==> config.mk <==
export PLATFORM = sky130hd
export DESIGN_NAME = qts_queue
export DESIGN_NICKNAME = d
export VERILOG_FILES = /design/src/rtl/qts_pkg.sv /design/src/rtl/qts_queue.sv
export SDC_FILE = /design/constraint.sdc
export NUM_CORES = 1
export LEC_CHECK = 0
export BUFFER_PORTS_ARGS = -buffer_cell sky130_fd_sc_hd__buf_2
export CAP_MARGIN = 0
export CORE_AREA = 2 2 412 414
export CTS_BUF_LIST = sky130_fd_sc_hd__clkbuf_16
export DETAILED_ROUTE_END_ITERATION = 16
export DIE_AREA = 0 0 414 416
export HOLD_SLACK_MARGIN = 0.1
export SYNTH_ARGS = -nofsm -noshare
export SYNTH_HDL_FRONTEND = slang
export SYNTH_SLANG_ARGS = --single-unit
==> constraint.sdc <==
create_clock -name clock -period 34.7 [get_ports clock]
set_input_delay 3.47 -clock clock [delete_from_list [all_inputs] [get_ports clock]]
set_output_delay 3.47 -clock clock [all_outputs]
set_load 0.01 [all_outputs]
==> src/rtl/qts_pkg.sv <==
// qts_pkg: widths, operation codes, item and handshake structs and the
// sign-extension, halving and saturating helpers shared by the quintic trajectory sampler.
// No dependencies.
`default_nettype none
package qts_pkg;
   localparam int FRAC_BITS    = 16;
   localparam int DATA_W       = 32;
   localparam int DUR_W        = 31;
   localparam int IDX_W        = 10;
   localparam int SCNT_W       = 11;
   localparam int WIDE_W       = 64;
   localparam int MAG_W        = WIDE_W - 1;
   localparam int MUL_W        = 31;
   localparam int NUM_W        = MAG_W + MUL_W;
   localparam int DIVC_W       = $clog2(NUM_W);
   localparam int COMBO_W      = 40;
   localparam int KMUL_W       = 5;
   localparam int QUEUE_DEPTH  = 2;
   localparam int QPTR_W       = (QUEUE_DEPTH > 1) ? $clog2(QUEUE_DEPTH) : 1;

   localparam logic [SCNT_W-1:0] SAMPLE_COUNT_RESET = SCNT_W'(100);
   localparam logic [MUL_W-1:0]  ONE_M = MUL_W'(1) << FRAC_BITS;
   localparam logic signed [WIDE_W-1:0] WIDE_MAX = {1'b0, {MAG_W{1'b1}}};
   localparam logic signed [WIDE_W-1:0] WIDE_MIN = {1'b1, {(MAG_W-1){1'b0}}, 1'b1};

   localparam logic [1:0] OP_MT = 2'd0;
   localparam logic [1:0] OP_MK = 2'd1;
   localparam logic [1:0] OP_MS = 2'd2;
   localparam logic [1:0] OP_MD = 2'd3;

   typedef struct packed {
      logic signed [DATA_W-1:0]  q0;
      logic signed [DATA_W-1:0]  dq0;
      logic signed [DATA_W-1:0]  ddq0;
      logic signed [COMBO_W-1:0] e3;
      logic signed [COMBO_W-1:0] e4;
      logic signed [COMBO_W-1:0] e5;
      logic signed [COMBO_W-1:0] f3;
      logic signed [COMBO_W-1:0] f4;
      logic signed [COMBO_W-1:0] f5;
      logic signed [COMBO_W-1:0] g3;
      logic signed [COMBO_W-1:0] g4;
      logic signed [COMBO_W-1:0] g5;
      logic [DUR_W-1:0]          dur;
      logic [IDX_W-1:0]          idx_i;
      logic [SCNT_W-1:0]         idx_n;
      logic [IDX_W-1:0]          echo;
      logic                      ov;
   } item_type;

   typedef struct packed {
      logic                     start;
      logic [1:0]               op;
      logic [KMUL_W-1:0]        k;
      logic signed [WIDE_W-1:0] x;
      logic [DUR_W-1:0]         dur;
      logic [IDX_W-1:0]         si;
      logic [SCNT_W-1:0]        sn;
   } mdreq_type;

   typedef struct packed {
      logic                     done;
      logic                     ov;
      logic signed [WIDE_W-1:0] y;
   } mdrsp_type;

   typedef struct packed {
      logic                     ov;
      logic signed [WIDE_W-1:0] val;
   } wide_type;

   typedef struct packed {
      logic                     ov;
      logic signed [DATA_W-1:0] val;
   } out32_type;

   function automatic logic signed [WIDE_W-1:0] sx32(input logic signed [DATA_W-1:0] v);
      return {{(WIDE_W-DATA_W){v[DATA_W-1]}}, v};
   endfunction

   function automatic logic signed [WIDE_W-1:0] sxc(input logic signed [COMBO_W-1:0] v);
      return {{(WIDE_W-COMBO_W){v[COMBO_W-1]}}, v};
   endfunction

   function automatic wide_type sat_add(input logic signed [WIDE_W-1:0] a,
                                        input logic signed [WIDE_W-1:0] b);
      logic [WIDE_W:0] s;
      wide_type r;
      s = {a[WIDE_W-1], a} + {b[WIDE_W-1], b};
      r.ov  = 1'b0;
      r.val = s[WIDE_W-1:0];
      if (!s[WIDE_W] && s[WIDE_W-1]) begin
         r.ov  = 1'b1;
         r.val = WIDE_MAX;
      end else if (s[WIDE_W] && (!s[WIDE_W-1] || (s[WIDE_W-2:0] == '0))) begin
         r.ov  = 1'b1;
         r.val = WIDE_MIN;
      end
      return r;
   endfunction

   function automatic logic signed [WIDE_W-1:0] half(input logic signed [WIDE_W-1:0] x);
      logic [WIDE_W-1:0] s;
      s = x + {{(WIDE_W-1){1'b0}}, x[WIDE_W-1]};
      return {s[WIDE_W-1], s[WIDE_W-1:1]};
   endfunction

   function automatic out32_type clamp32(input logic signed [WIDE_W-1:0] x);
      out32_type r;
      r.ov  = 1'b0;
      r.val = x[DATA_W-1:0];
      if (x[WIDE_W-1:DATA_W-1] != {(WIDE_W-DATA_W+1){x[WIDE_W-1]}}) begin
         r.ov  = 1'b1;
         r.val = x[WIDE_W-1] ? {1'b1, {(DATA_W-1){1'b0}}} : {1'b0, {(DATA_W-1){1'b1}}};
      end
      return r;
   endfunction
endpackage
`default_nettype wire

==> src/rtl/qts_queue.sv <==
// qts_queue: short item queue between the front and the sequencer.
// Depends on qts_pkg.
`default_nettype none
module qts_queue (
   input  logic              clock,
   input  logic              reset,
   input  logic              push,
   input  qts_pkg::item_type item_in,
   output logic              space,
   input  logic              pop,
   output logic              valid,
   output qts_pkg::item_type item_out
);
   import qts_pkg::*;

   item_type            slot_ff [QUEUE_DEPTH];
   logic [QPTR_W-1:0]   wr_ff, wr_in;
   logic [QPTR_W-1:0]   rd_ff, rd_in;
   logic [QPTR_W:0]     count_ff, count_in;

   assign space    = count_ff != (QPTR_W+1)'(QUEUE_DEPTH);
   assign valid    = count_ff != '0;
   assign item_out = slot_ff[rd_ff];

   always_comb begin
      wr_in    = wr_ff;
      rd_in    = rd_ff;
      count_in = count_ff;
      if (push) begin
         wr_in = (wr_ff == QPTR_W'(QUEUE_DEPTH-1)) ? '0 : wr_ff + 1'b1;
      end
      if (pop) begin
         rd_in = (rd_ff == QPTR_W'(QUEUE_DEPTH-1)) ? '0 : rd_ff + 1'b1;
      end
      if (push && !pop) begin
         count_in = count_ff + 1'b1;
      end else if (pop && !push) begin
         count_in = count_ff - 1'b1;
      end
   end

   always_ff @(posedge clock) begin
      if (reset) begin
         wr_ff    <= '0;
         rd_ff    <= '0;
         count_ff <= '0;
      end else begin
         wr_ff    <= wr_in;
         rd_ff    <= rd_in;
         count_ff <= count_in;
      end
   end

   always_ff @(posedge clock) begin
      if (push) begin
         slot_ff[wr_ff] <= item_in;
      end
   end
endmodule
`default_nettype wire

Word level (Yosys, flattened, before mapping)
Memory sizes are Yosys's and may differ from the RTL's. A register that Yosys moved wholly into a read port is not among the register bits. Cells that the tools add are included.

Bits in registers: 4. Bits in writable memories: 1038. Bits of input ports: 523. Word-level logic and storage cells: 23. Memories: 1.

Add/sub/neg operators: 4. Eq/ne operators: 1. Mux-type cells: 8. Reduce and logical (&&, ||, !) cells: 6.

Memories: slot_ff (words 2, width 519, rd ports 1, clocked after Yosys merged registers in 1, write ports 1, line qts_queue.sv:16) `item_type slot_ff [QUEUE_DEPTH];`.

Operators by type and width (count): 1-bit 2-to-1 mux (6); 2-bit 2-to-1 mux (2); 2-bit nonzero test (2); 1-bit adder (second input constant) (2); 2-bit by 1-bit adder with 2-bit output (second input constant) (1); 1-bit logical AND (2); 1-bit logical NOT (2); 2-bit inequality test (second input constant) (1); 2-bit by 1-bit subtractor with 2-bit output (second input constant) (1).

Depth between registers and ports, before layout
Word-level depth: 4. Mapped depth: 5. Depth with buffers taken out: 5.

Least setup slack after synthesis
OpenSTA, ideal clock, no wires.

Path type: input-to-reg. Start: input push. End: memory slot_ff[0][0] (netlist bit) (enable). Arrival time: 25.719 ns. Path slack: 7.505 ns. Stages: 1. Path through: nor2b_1.

Longest elaborated chain between the ends: 2.

RTL lines: from (decl) (line qts_queue.sv:7) `input logic push,`; 1-bit 2-to-1 mux (line qts_queue.sv:55) `if (push) begin`; 1-bit 2-to-1 mux (not written as such) (line qts_queue.sv:56) `slot_ff[wr_ff] <= item_in;`; to (decl) (line qts_queue.sv:16).

Every way passes these cells.

==> impl_results.md <==
- Status: finished, final reports clean
- Crit path buffers/inverters: 4
- Register area: 31300 µm²
- Initial cell density of the core: 0.225
- CTS Root Cell: clkbuf_16
- Die extent in y: 416 µm
- Final #Nets: 3277
- WHS: 0.511 ns
- Leak Pwr: 17.8 nW
- Vias in the first global route: 20517
- Htree depth: 3
- Vias: 20392
- Port-buffer cells: 1043
- Slowest cell on crit path: dfxtp_4
- Skew-Pair Late Insertion Delay: 0.74 ns
- CTS tree: done
- Mux cell area share after synthesis: 0.154
- Antenna viol nets, final: 0
- Slowest Stage Delay on Critical Path: 0.90 ns
- Fill cell count: 16830
- Layout area overhead: 29.3%
- Iter 0 DRT Violations: 1281
- CTS Sinks: 1043
- Worst VDD drop: 0.0000589 V
- Post-synthesis compound-gate area fraction: 0.000264
- Final instance area: 49000 µm²
- CP dominant cell by count: buf_4
- Worst path depth: 5
- Slew at the pin closest to its max-slew limit: 1.07 ns
- RSZ-0062 raised after global routing: no
- Final setup violation count: 0
- DIE AREA: 172000 µm²
- Skew final: 0.0305 ns
- CTS resizes: 0
- Main combinational cell family by area after synthesis: multiplexers
- First-pass GRT wire length: 158000 µm
- CTS Hold Buffers Added: 0
- Yosys reg bits: 1043
- Post-synthesis simple-gate area fraction: 0.00122
- Number of remaining DRC errors: 0
- Avg Cell Area, Syn: 23.1 µm²
- Syn nets: 2161
- Routed WL: 118000 µm
- F_max: 0.122 GHz
- Row cnt: 151
- TritonCTS Buffers: 109
- Worst Hold Class: register to register
- Final Max Tran Viols: 0
- Post-DP HPWL: 88400 µm
- Gpl congestion: 0.936
- P per Cell Area: 60.2 nW/µm²
- Crit path to: item_out[72]
- Post-route minimum period: 8.23 ns
- Rel. slew slack: 0.290
- Sequential-to-total area share from yosys stat: 0.826
- Via density: 4.01
- Period Utilization, post-route: 0.237
- Setup CP Type: register to output pin
- DR WL/cell: 23.2 µm
- Longest Clk Path Bufs: 3
- Initial DRT Pass Iterations: 5
- Post-Syn Area: 37900 µm²
- Post-CTS setup buffer count: 0
- IO Pins: 1044
- Critical Path AT: 4.76 ns
- Share of cells above drive strength 1: 0.611
- R2R cell count: 4
- Area share of xor/xnor cells in the synthesized design: 0.000925
- Placed instance area: 45400 µm²
- Fin. Hold Viols: 0
- Adder-Cell Fraction of Synth Area: 0.000330
- Worst R2R Start: wr_ff$_SDFFE_PP0P_
- Synth Warn #: 0
- Post-route setup TNS: 0 ns
- Die X: 414 µm
- GRT overflow: 0
- Synth unique cells: 17
- Clock transition at the registers of the reported paths: 0.06 ns
- Max cap viols: 0
- CP Max Fanout: 130
- Largest net degree at the start of global routing: 137
- Multi-input logic area: 5960 µm²
- Startpoint types: register
- Critical R2R Capture: slot_ff[1][200]$_DFFE_PP_
- Cells along the critical path: buf_4, buf_12, buf_4, mux2_2, buf_2
- Post-Syn Instances: 1637
- Number of antenna violations at the first check in global routing: 71
- Worst path required time: 31.23 ns
- Worst R2R Setup Slack: 30.63 ns
- Setup crit end kind: output pin
- Core area: 168000 µm²
- GRT Overall Usage: 0.130
- Crit-path leading delay family: buffers and inverters
## metrics by stage
step / worst slack (ns) / util / power (W) / cells
floorplan: 7.50 / - / 0.00174 / 1637
global placement: 27.30 / 0.270 / 0.00184 / 4860
detailed placement: 27.28 / 0.270 / 0.00185 / 4860
CTS: 26.43 / 0.291 / 0.00299 / 5062
global route: 26.22 / 0.291 / 0.00305 / 5074
finish: 26.47 / 0.291 / 0.00295 / 5082
## final cells by class
| type | count | share of cell area |
|---|---|---|
| inverter | 1 | 0.0000767 |
| antenna | 20 | 0.00102 |
| clock inverter | 92 | 0.0149 |
| sequential | 1043 | 0.639 |
| tap | 2218 | 0.0567 |
| multi-input combinational | 535 | 0.122 |
| timing repair buffer | 1063 | 0.111 |
| clock buffer | 110 | 0.0562 |
## sequential cells by signal, summed over array words and instances (netlist names), named ones only
register / count
count_ff: 2
wr_ff: 1
rd_ff: 1
slot_ff: 1038
## placed cells by master, fill, tap and decap left out, types with 4 or more instances in the layout
cell type and instances:
buf_12 4, bufinv_16 9, diode_2 20, clkbuf_16 110, clkinv_1 25, edfxtp_1 1038, dfxtp_1 4, buf_2 1043
clkinv_2 21, nor2_1 4, clkinvlp_4 5, inv_1 25, mux2_2 519, buf_4 16
## metal layers
| layer | GRT usage | part of all wire | up-vias |
|---|---|---|---|
| met3 | 0.0417 | 0.073 | 316 |
| li1 | - | - | 8845 |
| met1 | 0.147 | 0.38 | 10335 |
| met4 | 0.0540 | 0.037 | 44 |
| met5 | 0 | 0.0024 | - |
| met2 | 0.227 | 0.51 | 852 |
## where the power goes
| group | internal, W | switching, W |
|---|---|---|
| clock | 0.000642 | 0.000489 |
| combinational | 0.000135 | 0.000186 |
| sequential | 0.00147 | 0.0000222 |
## cells by family (layout without fill, tap and decap cells)
kind of cell    Yosys count  count (layout)
flops                  1043            1043
other cells               0              20
simple gates              9               9
buf+inv                  59            1266
fa+ha+maj                 1               1
mux                     519             519
compound gates            2               2
xor+xnor                  4               4
## cells in the mapped netlist
master,n,share of area
buf_4,1,0.00020
buf_6,57,0.017
mux2_2,519,0.15
ha_1,1,0.00033
or2_2,1,0.00017
dfxtp_1,5,0.0026
inv_1,1,0.000099
xor2_1,2,0.00046
and2_1,1,0.00017
or3_1,1,0.00017
edfxtp_1,1038,0.82
nor2b_1,1,0.00017
nand2b_1,1,0.00017
nor2_1,4,0.00040
a21oi_1,1,0.00013
xnor2_1,2,0.00046
o21ai_0,1,0.00013
## worst reg2reg max path, delay by kind of cell (launching register included)
| kind | cells | cell delay (ns) |
|---|---|---|
| buffers and inverters | 3 | 2.42 |
| flip-flops | 1 | 0.41 |
| AND/OR/NAND/NOR | 1 | 0.74 |
## worst min path at each step
stage,cells past startpoint,endpoint,startpoint
after floorplan,2,count_ff[1]$_SDFFE_PP0P_,count_ff[1]$_SDFFE_PP0P_
after global placement,2,register,rd_ff$_SDFFE_PP0P_
after detailed placement,2,rd_ff$_SDFFE_PP0P_,rd_ff$_SDFFE_PP0P_
after CTS,2,register,rd_ff$_SDFFE_PP0P_
after global routing,2,register,rd_ff$_SDFFE_PP0P_
final,2,register,rd_ff$_SDFFE_PP0P_
No activity file was read; power rests on OpenSTA's default activity.
