## src/rtl/qts_pkg.sv

```systemverilog
// qts_pkg: widths, operation codes, item and handshake structs and the
// sign-extension, halving and saturating helpers shared by the quintic trajectory sampler.
// No dependencies.
`default_nettype none
package qts_pkg;
   localparam int FRAC_BITS    = 16;
   localparam int DATA_W       = 32;
   localparam int DUR_W        = 31;
   localparam int IDX_W        = 10;
   localparam int SCNT_W       = 11;
   localparam int WIDE_W       = 64;
   localparam int MAG_W        = WIDE_W - 1;
   localparam int MUL_W        = 31;
   localparam int NUM_W        = MAG_W + MUL_W;
   localparam int DIVC_W       = $clog2(NUM_W);
   localparam int COMBO_W      = 40;
   localparam int KMUL_W       = 5;
   localparam int QUEUE_DEPTH  = 2;
   localparam int QPTR_W       = (QUEUE_DEPTH > 1) ? $clog2(QUEUE_DEPTH) : 1;

   localparam logic [SCNT_W-1:0] SAMPLE_COUNT_RESET = SCNT_W'(100);
   localparam logic [MUL_W-1:0]  ONE_M = MUL_W'(1) << FRAC_BITS;
   localparam logic signed [WIDE_W-1:0] WIDE_MAX = {1'b0, {MAG_W{1'b1}}};
   localparam logic signed [WIDE_W-1:0] WIDE_MIN = {1'b1, {(MAG_W-1){1'b0}}, 1'b1};

   localparam logic [1:0] OP_MT = 2'd0;
   localparam logic [1:0] OP_MK = 2'd1;
   localparam logic [1:0] OP_MS = 2'd2;
   localparam logic [1:0] OP_MD = 2'd3;

   typedef struct packed {
      logic signed [DATA_W-1:0]  q0;
      logic signed [DATA_W-1:0]  dq0;
      logic signed [DATA_W-1:0]  ddq0;
      logic signed [COMBO_W-1:0] e3;
      logic signed [COMBO_W-1:0] e4;
      logic signed [COMBO_W-1:0] e5;
      logic signed [COMBO_W-1:0] f3;
      logic signed [COMBO_W-1:0] f4;
      logic signed [COMBO_W-1:0] f5;
      logic signed [COMBO_W-1:0] g3;
      logic signed [COMBO_W-1:0] g4;
      logic signed [COMBO_W-1:0] g5;
      logic [DUR_W-1:0]          dur;
      logic [IDX_W-1:0]          idx_i;
      logic [SCNT_W-1:0]         idx_n;
      logic [IDX_W-1:0]          echo;
      logic                      ov;
   } item_type;

   typedef struct packed {
      logic                     start;
      logic [1:0]               op;
      logic [KMUL_W-1:0]        k;
      logic signed [WIDE_W-1:0] x;
      logic [DUR_W-1:0]         dur;
      logic [IDX_W-1:0]         si;
      logic [SCNT_W-1:0]        sn;
   } mdreq_type;

   typedef struct packed {
      logic                     done;
      logic                     ov;
      logic signed [WIDE_W-1:0] y;
   } mdrsp_type;

   typedef struct packed {
      logic                     ov;
      logic signed [WIDE_W-1:0] val;
   } wide_type;

   typedef struct packed {
      logic                     ov;
      logic signed [DATA_W-1:0] val;
   } out32_type;

   function automatic logic signed [WIDE_W-1:0] sx32(input logic signed [DATA_W-1:0] v);
      return {{(WIDE_W-DATA_W){v[DATA_W-1]}}, v};
   endfunction

   function automatic logic signed [WIDE_W-1:0] sxc(input logic signed [COMBO_W-1:0] v);
      return {{(WIDE_W-COMBO_W){v[COMBO_W-1]}}, v};
   endfunction

   function automatic wide_type sat_add(input logic signed [WIDE_W-1:0] a,
                                        input logic signed [WIDE_W-1:0] b);
      logic [WIDE_W:0] s;
      wide_type r;
      s = {a[WIDE_W-1], a} + {b[WIDE_W-1], b};
      r.ov  = 1'b0;
      r.val = s[WIDE_W-1:0];
      if (!s[WIDE_W] && s[WIDE_W-1]) begin
         r.ov  = 1'b1;
         r.val = WIDE_MAX;
      end else if (s[WIDE_W] && (!s[WIDE_W-1] || (s[WIDE_W-2:0] == '0))) begin
         r.ov  = 1'b1;
         r.val = WIDE_MIN;
      end
      return r;
   endfunction

   function automatic logic signed [WIDE_W-1:0] half(input logic signed [WIDE_W-1:0] x);
      logic [WIDE_W-1:0] s;
      s = x + {{(WIDE_W-1){1'b0}}, x[WIDE_W-1]};
      return {s[WIDE_W-1], s[WIDE_W-1:1]};
   endfunction

   function automatic out32_type clamp32(input logic signed [WIDE_W-1:0] x);
      out32_type r;
      r.ov  = 1'b0;
      r.val = x[DATA_W-1:0];
      if (x[WIDE_W-1:DATA_W-1] != {(WIDE_W-DATA_W+1){x[WIDE_W-1]}}) begin
         r.ov  = 1'b1;
         r.val = x[WIDE_W-1] ? {1'b1, {(DATA_W-1){1'b0}}} : {1'b0, {(DATA_W-1){1'b1}}};
      end
      return r;
   endfunction
endpackage
`default_nettype wire

```

## src/rtl/qts_if.sv

```systemverilog
// qts_if: valid/ready channel interfaces for requests, results and the
// sample count register write. Depends on qts_pkg.
`default_nettype none
interface qts_req_if;
   logic valid;
   logic ready;
   logic signed [qts_pkg::DATA_W-1:0] start_position;
   logic signed [qts_pkg::DATA_W-1:0] end_position;
   logic signed [qts_pkg::DATA_W-1:0] start_velocity;
   logic signed [qts_pkg::DATA_W-1:0] end_velocity;
   logic signed [qts_pkg::DATA_W-1:0] start_acceleration;
   logic signed [qts_pkg::DATA_W-1:0] end_acceleration;
   logic [qts_pkg::DUR_W-1:0]         duration;
   logic [qts_pkg::IDX_W-1:0]         sample_index;
   modport source (output valid, start_position, end_position, start_velocity,
                   end_velocity, start_acceleration, end_acceleration, duration,
                   sample_index, input ready);
   modport sink   (input valid, start_position, end_position, start_velocity,
                   end_velocity, start_acceleration, end_acceleration, duration,
                   sample_index, output ready);
endinterface

`default_nettype wire

```

## src/rtl/qts_front.sv

```systemverilog
// qts_front: accepts request transactions, range-checks the index and forms
// the linear coefficient terms. Depends on qts_pkg and qts_if.
`default_nettype none
module qts_front (
   qts_req_if.sink                  req,
   input  logic [qts_pkg::SCNT_W-1:0] sample_count,
   input  logic                     space,
   output logic                     push,
   output qts_pkg::item_type        item
);
   import qts_pkg::*;

   logic [DATA_W:0]           d;
   logic signed [COMBO_W-1:0] dx;
   logic signed [COMBO_W-1:0] dq0_x;
   logic signed [COMBO_W-1:0] dqf_x;
   logic signed [COMBO_W-1:0] ddq0_x;
   logic signed [COMBO_W-1:0] ddqf_x;
   logic                      oob;

   assign req.ready = space;
   assign push      = req.valid & space;

   assign d      = {req.end_position[DATA_W-1], req.end_position}
                 - {req.start_position[DATA_W-1], req.start_position};
   assign dx     = {{(COMBO_W-DATA_W-1){d[DATA_W]}}, d};
   assign dq0_x  = {{(COMBO_W-DATA_W){req.start_velocity[DATA_W-1]}}, req.start_velocity};
   assign dqf_x  = {{(COMBO_W-DATA_W){req.end_velocity[DATA_W-1]}}, req.end_velocity};
   assign ddq0_x = {{(COMBO_W-DATA_W){req.start_acceleration[DATA_W-1]}},
                    req.start_acceleration};
   assign ddqf_x = {{(COMBO_W-DATA_W){req.end_acceleration[DATA_W-1]}},
                    req.end_acceleration};
   assign oob    = {1'b0, req.sample_index} >= sample_count;

   always_comb begin
      item.q0    = req.start_position;
      item.dq0   = req.start_velocity;
      item.ddq0  = req.start_acceleration;
      item.e3    = 8 * dqf_x + 12 * dq0_x;
      item.e4    = 14 * dqf_x + 16 * dq0_x;
      item.e5    = 6 * dqf_x + 6 * dq0_x;
      item.f3    = 3 * ddq0_x - ddqf_x;
      item.f4    = 3 * ddq0_x - 2 * ddqf_x;
      item.f5    = ddq0_x - ddqf_x;
      item.g3    = 20 * dx;
      item.g4    = -30 * dx;
      item.g5    = 12 * dx;
      item.dur   = (req.duration == '0) ? DUR_W'(1) : req.duration;
      item.idx_i = oob ? IDX_W'(1) : req.sample_index;
      item.idx_n = oob ? SCNT_W'(1) : sample_count;
      item.echo  = req.sample_index;
      item.ov    = oob;
   end
endmodule
`default_nettype wire

```

## src/flat_wrapper.sv

```systemverilog
// flat-port wrapper written by rule: the top's interface ports become plain ports
module qts_front_flat import qts_pkg::*;
  (sample_count, space, push, item, req_valid, req_start_position, req_end_position, req_start_velocity, req_end_velocity, req_start_acceleration, req_end_acceleration, req_duration, req_sample_index, req_ready);
  qts_req_if req_i ();
  input  logic [qts_pkg::SCNT_W-1:0] sample_count;
  input  logic space;
  output logic push;
  output qts_pkg::item_type item;
  input wire logic [$bits(req_i.valid)-1:0] req_valid;
  input wire logic [$bits(req_i.start_position)-1:0] req_start_position;
  input wire logic [$bits(req_i.end_position)-1:0] req_end_position;
  input wire logic [$bits(req_i.start_velocity)-1:0] req_start_velocity;
  input wire logic [$bits(req_i.end_velocity)-1:0] req_end_velocity;
  input wire logic [$bits(req_i.start_acceleration)-1:0] req_start_acceleration;
  input wire logic [$bits(req_i.end_acceleration)-1:0] req_end_acceleration;
  input wire logic [$bits(req_i.duration)-1:0] req_duration;
  input wire logic [$bits(req_i.sample_index)-1:0] req_sample_index;
  output wire logic [$bits(req_i.ready)-1:0] req_ready;
  assign req_i.valid = req_valid;
  assign req_i.start_position = req_start_position;
  assign req_i.end_position = req_end_position;
  assign req_i.start_velocity = req_start_velocity;
  assign req_i.end_velocity = req_end_velocity;
  assign req_i.start_acceleration = req_start_acceleration;
  assign req_i.end_acceleration = req_end_acceleration;
  assign req_i.duration = req_duration;
  assign req_i.sample_index = req_sample_index;
  assign req_ready = req_i.ready;
  qts_front u_core (.req(req_i), .sample_count(sample_count), .space(space), .push(push), .item(item));
endmodule
```

## config.mk

```make
export PLATFORM = sky130hd
export DESIGN_NAME = qts_front_flat
export DESIGN_NICKNAME = d
export VERILOG_FILES = /design/src/rtl/qts_pkg.sv /design/src/rtl/qts_if.sv /design/src/rtl/qts_front.sv /design/src/flat_wrapper.sv
export SDC_FILE = /design/constraint.sdc
export NUM_CORES = 1
export LEC_CHECK = 0
export BUFFER_PORTS_ARGS = -buffer_cell sky130_fd_sc_hd__buf_2
export CAP_MARGIN = 20
export CORE_AREA = 2 2 297 299
export DETAILED_ROUTE_END_ITERATION = 8
export DIE_AREA = 0 0 299 301
export GPL_ROUTABILITY_DRIVEN = 0
export PLACE_DENSITY = 0.56
export SLEW_MARGIN = 20
export SYNTH_ARGS = -nofsm -noshare
export SYNTH_HDL_FRONTEND = slang
export SYNTH_SLANG_ARGS = --single-unit
export TNS_END_PERCENT = 5
```

## constraint.sdc

```tcl
create_clock -name vclk -period 10.6
set_input_delay 2.12 -clock vclk [all_inputs]
set_output_delay 2.12 -clock vclk [all_outputs]
set_load 0.005 [all_outputs]
```

# Word-level counts from Yosys, hierarchy flattened
# Index checks and enable logic that the tools add are counted.
[word_totals]
wordCells = 21
out_inout_bits = 521
inputBits = 246
regBits = 0
[op_classes]
n_mul = 8
n_mux = 3
add_sub_neg = 7
bitwise = 1
magnitude_cmp = 1
n_reduce_logical = 1
[op_table]
columns = ["operator", "count"]
rows = [
  ["$mul 3x32->35 const A", 4],
  ["$sub 32x32->33", 2],
  ["$add 40x40->40", 1],
  ["$add 35x37->38", 1],
  ["$add 37x36->38", 1],
  ["$mul 5x33->38 const A", 1],
  ["$mul 4x33->37 const A", 1],
  ["$mul 3x33->36 const A", 1],
  ["$mul 4x32->36 const A", 1],
  ["$sub 35x32->36", 1],
  ["$sub 35x33->36", 1],
  ["$logic_not 31->1", 1],
  ["$mux 31", 1],
  ["$ge 10x11->1", 1],
  ["$mux 11", 1],
  ["$mux 10", 1],
  ["$and 1x1->1", 1],
]

# Longest topological paths before layout
[logic_depth]
ltp_word = 2
depth_mapped = 27
depth_no_buf = 25

# Worst setup path after synthesis
# OpenSTA, ideal clock, no wires.
[synth_timing]
path_kind = "input to output"
from = "input port req_end_velocity[1]"
to = "output port item[375] in the netlist's numbering"
t_required_ns = 8.480
setup_slack_ns = 1.149
cell_stages = 24
arrival_time_ns = 7.331
path_buffers = 0
path_cell_list = "ha_1 -> fa_1 -> fa_1 -> a21o_1 -> a21oi_1 -> nor2b_1 -> o221ai_1 -> o21ai_0 -> a21o_1 -> a21o_1 -> a21o_1 -> a21oi_1 -> xnor2_1 -> ha_1 -> a21o_1 -> a21o_1 -> a21o_1 -> a21o_1 -> a21o_1 -> a221o_1 -> a41oi_2 -> a21boi_2 -> a41oi_2 -> xnor2_1"
[synth_rtl]
columns = ["item", "line_no", "source"]
rows = [
  ["start, declared", "flat_wrapper.sv:13", "input wire logic [$bits(req_i.end_velocity)-1:0] req_end_velocity;"],
  ["end, declared", "flat_wrapper.sv:8", "output qts_pkg::item_type item;"],
]

==> reports/results.tsv <==
metric	value	unit
tritonroute_pass_1_iters	7	
drtIter0Drc	1248	
register_area	0	um2
synth.distinct_cells	91	
report.final.hold_viol_count	0	
post_synth.cell_area_avg	7.48	um2
worstPathMaxFanout	5	
synth_top_family_by_area	adder cells	
worst_ep_arrival_time	8.02	ns
slew_viol_final	0	
start_util	32.3	%
placeableCoreArea	86500	um2
worst_pin_slew	0.753	ns
rows	108	
vdd_ir_drop_max	0.000154	V
layout.clock_buffers	0	
hpwl_after_detailed_placement	92100	um
global_route_wire_length_before_repair	153000	um
globalRoute.totalOverflow	0	
cellLeakagePower	17.2	nW
critical_path_class	in2out	
worstPathRequired	8.48	ns
layout.cells.non_filler	5441	
routed.top_layer	met5	
maxCapViolCount	0	
route.detailed.vias_per_inst	5.32	
global_route.usage.total	21.3	%
synthMuxAreaShare	0.108	%
design.die.area	90000	um2
io_buffers	758	
cp-end-kind	output pin	
initial_antenna_violation_count	7	
finish.instance_area	31900	um2
grt_start_max_net_pins	22	
crit_path_end	item[379]	
worst_path_most_repeated_cell	sky130_fd_sc_hd__a21o_1	
period_minus_slack	10.14	ns
drt-met1-wl	44100	um
min_from	req_duration[21]	
hold_class	in2out	
post_synth_main_area_contributors	sky130_fd_sc_hd__ha_1, sky130_fd_sc_hd__xnor2_1, sky130_fd_sc_hd__a21oi_1	
met3_wirelength	5310	um
finalSetupViolCount	0	
design.portCount	767	
synth_adder_area_share	33.6	%
cts_hold_buf	0	
area_delta_synth_final	14.3	%
timing.fmax	0.0987	GHz
seq_area_frac_synth	0	%
maxSlewHeadroom	49.0	%
leading_cell_types_by_count_after_synthesis	sky130_fd_sc_hd__ha_1, sky130_fd_sc_hd__a21oi_1, sky130_fd_sc_hd__xnor2_1	
synth.largest_area_cell	sky130_fd_sc_hd__ha_1	
synth_top_area_share	30.4	%
first_global_vias	28000	
ys.warnings.count	0	
synth_compound_gate_area_share	29.7	%
fp.dieH	301	um
drcViolationCount	0	
p_per_area	226	nW/um2
timing.critical_path.from	req_end_velocity[1]	
status	finished clean	
num_vias	29000	
layout_worst_path_cycle_share	95.6	%
fillers	9353	
syn_inst	3731	
finish.net_count	5255	
layout-drive-gt1-share	19.5	%
wl_per_cell	18.8	um
finalSetupTns	0	ns
drt-total-wl	102000	um
synthSimpleGateAreaFrac	14.7	%
flops_and_latches	0	
multi_input_comb_area	25500	um2
met2RoutedLength	51600	um
crit_path_top_delay_cell	sky130_fd_sc_hd__fa_1	
cp-start-kind	input port	
max_stage_delay	0.53	ns
layout.core_utilization	36.9	%
numPlacedInstances	5439	
yosys.cell_count.top_type	sky130_fd_sc_hd__ha_1	
die_w	299	um
synth-xor-area-share	13.1	%
placed_area	31900	um2
unrepaired_setup_endpoints_after_global_routing	no	
post_synth_instance_area	27900	um2
postRouteAntennaNets	0	
where the power goes:
part | internal [W] | total (W) | switching, W
clock | 0.0000000000103 | 0.0000000000103 | 0
combinational | 0.00305 | 0.00722 | 0.00417
sequential | 0 | 0 | 0
total | 0.00305 | 0.00722 | 0.00417
critical path, delay by kind of cell:
kind	cells	cell delay, ns
buffers and inverters	2	0.27
AOI/OAI and AO/OA	17	3.55
xor gates and xnor gates	2	0.30
adders and majority gates	4	1.65
and+or+nand+nor	1	0.10
routing by layer:
layer  vias up  global-route usage (%)
met5         -                       0
met4         6                    2.71
met3        71                    2.20
met2       759                    40.6
met1     13600                    26.1
li1      14600                       -
cell type report:
type | count | share of cell area [%]
multi-input combinational | 3232 | 79.9
inverter | 278 | 3.27
timing repair buffer | 774 | 12.3
tap | 1155 | 4.53
antenna | 2 | 0.0157
layout by cell type, fill, tap and decap left out, types with 60 or more instances in the layout:
cell type                    n
sky130_fd_sc_hd__o21a_1     63
sky130_fd_sc_hd__buf_2     758
sky130_fd_sc_hd__nor2b_1    60
sky130_fd_sc_hd__a21o_1    250
sky130_fd_sc_hd__xor2_1    127
sky130_fd_sc_hd__xnor2_1   287
sky130_fd_sc_hd__ha_1      678
sky130_fd_sc_hd__nand2b_1   62
sky130_fd_sc_hd__nand2_1   190
sky130_fd_sc_hd__inv_1     278
sky130_fd_sc_hd__o21ai_0   200
sky130_fd_sc_hd__nor2_1    206
sky130_fd_sc_hd__a21oi_1   380
sky130_fd_sc_hd__o21bai_1   66
sky130_fd_sc_hd__nand3_1    66
stage by stage:
stage | total power (W) | hold WS, ns | worst slack, ns
6_report | 0.00722 | 4.42 | 0.464
5_1_grt | 0.00795 | 4.43 | 0.0910
4_1_cts | 0.00725 | 4.42 | 0.221
3_5_place_dp | 0.00721 | 4.42 | 0.220
3_3_place_gp | 0.00720 | 4.41 | 0.409
2_1_floorplan | 0.00457 | 4.32 | 1.15
cells by family after synthesis:
group                    Yosys count
other                              1
adder cells (fa/ha/maj)          723
buffers and inverters            507
multiplexers                       3
AO/OA/AOI/OAI                   1257
XOR/XNOR                         416
AND/OR/NAND/NOR                  824
what timing repair did:
item,4_1_cts,5_1_grt
setup endpoints to repair,0,3
gates resized for setup,0,3
setup buffers,0,0
worst min path at each step:
| stage | end | slack (ns) | depth (start not counted) |
|---|---|---|---|
| 2_1_floorplan | item[21] | 4.32 | 1 |
| 3_3_place_gp | req_ready | 4.41 | 2 |
| 3_5_place_dp | item[53] | 4.42 | 2 |
| 4_1_cts | item[53] | 4.42 | 2 |
| 5_1_grt | item[53] | 4.43 | 2 |
| 6_report | item[53] | 4.42 | 2 |
(Power assumes the default switching activity.)
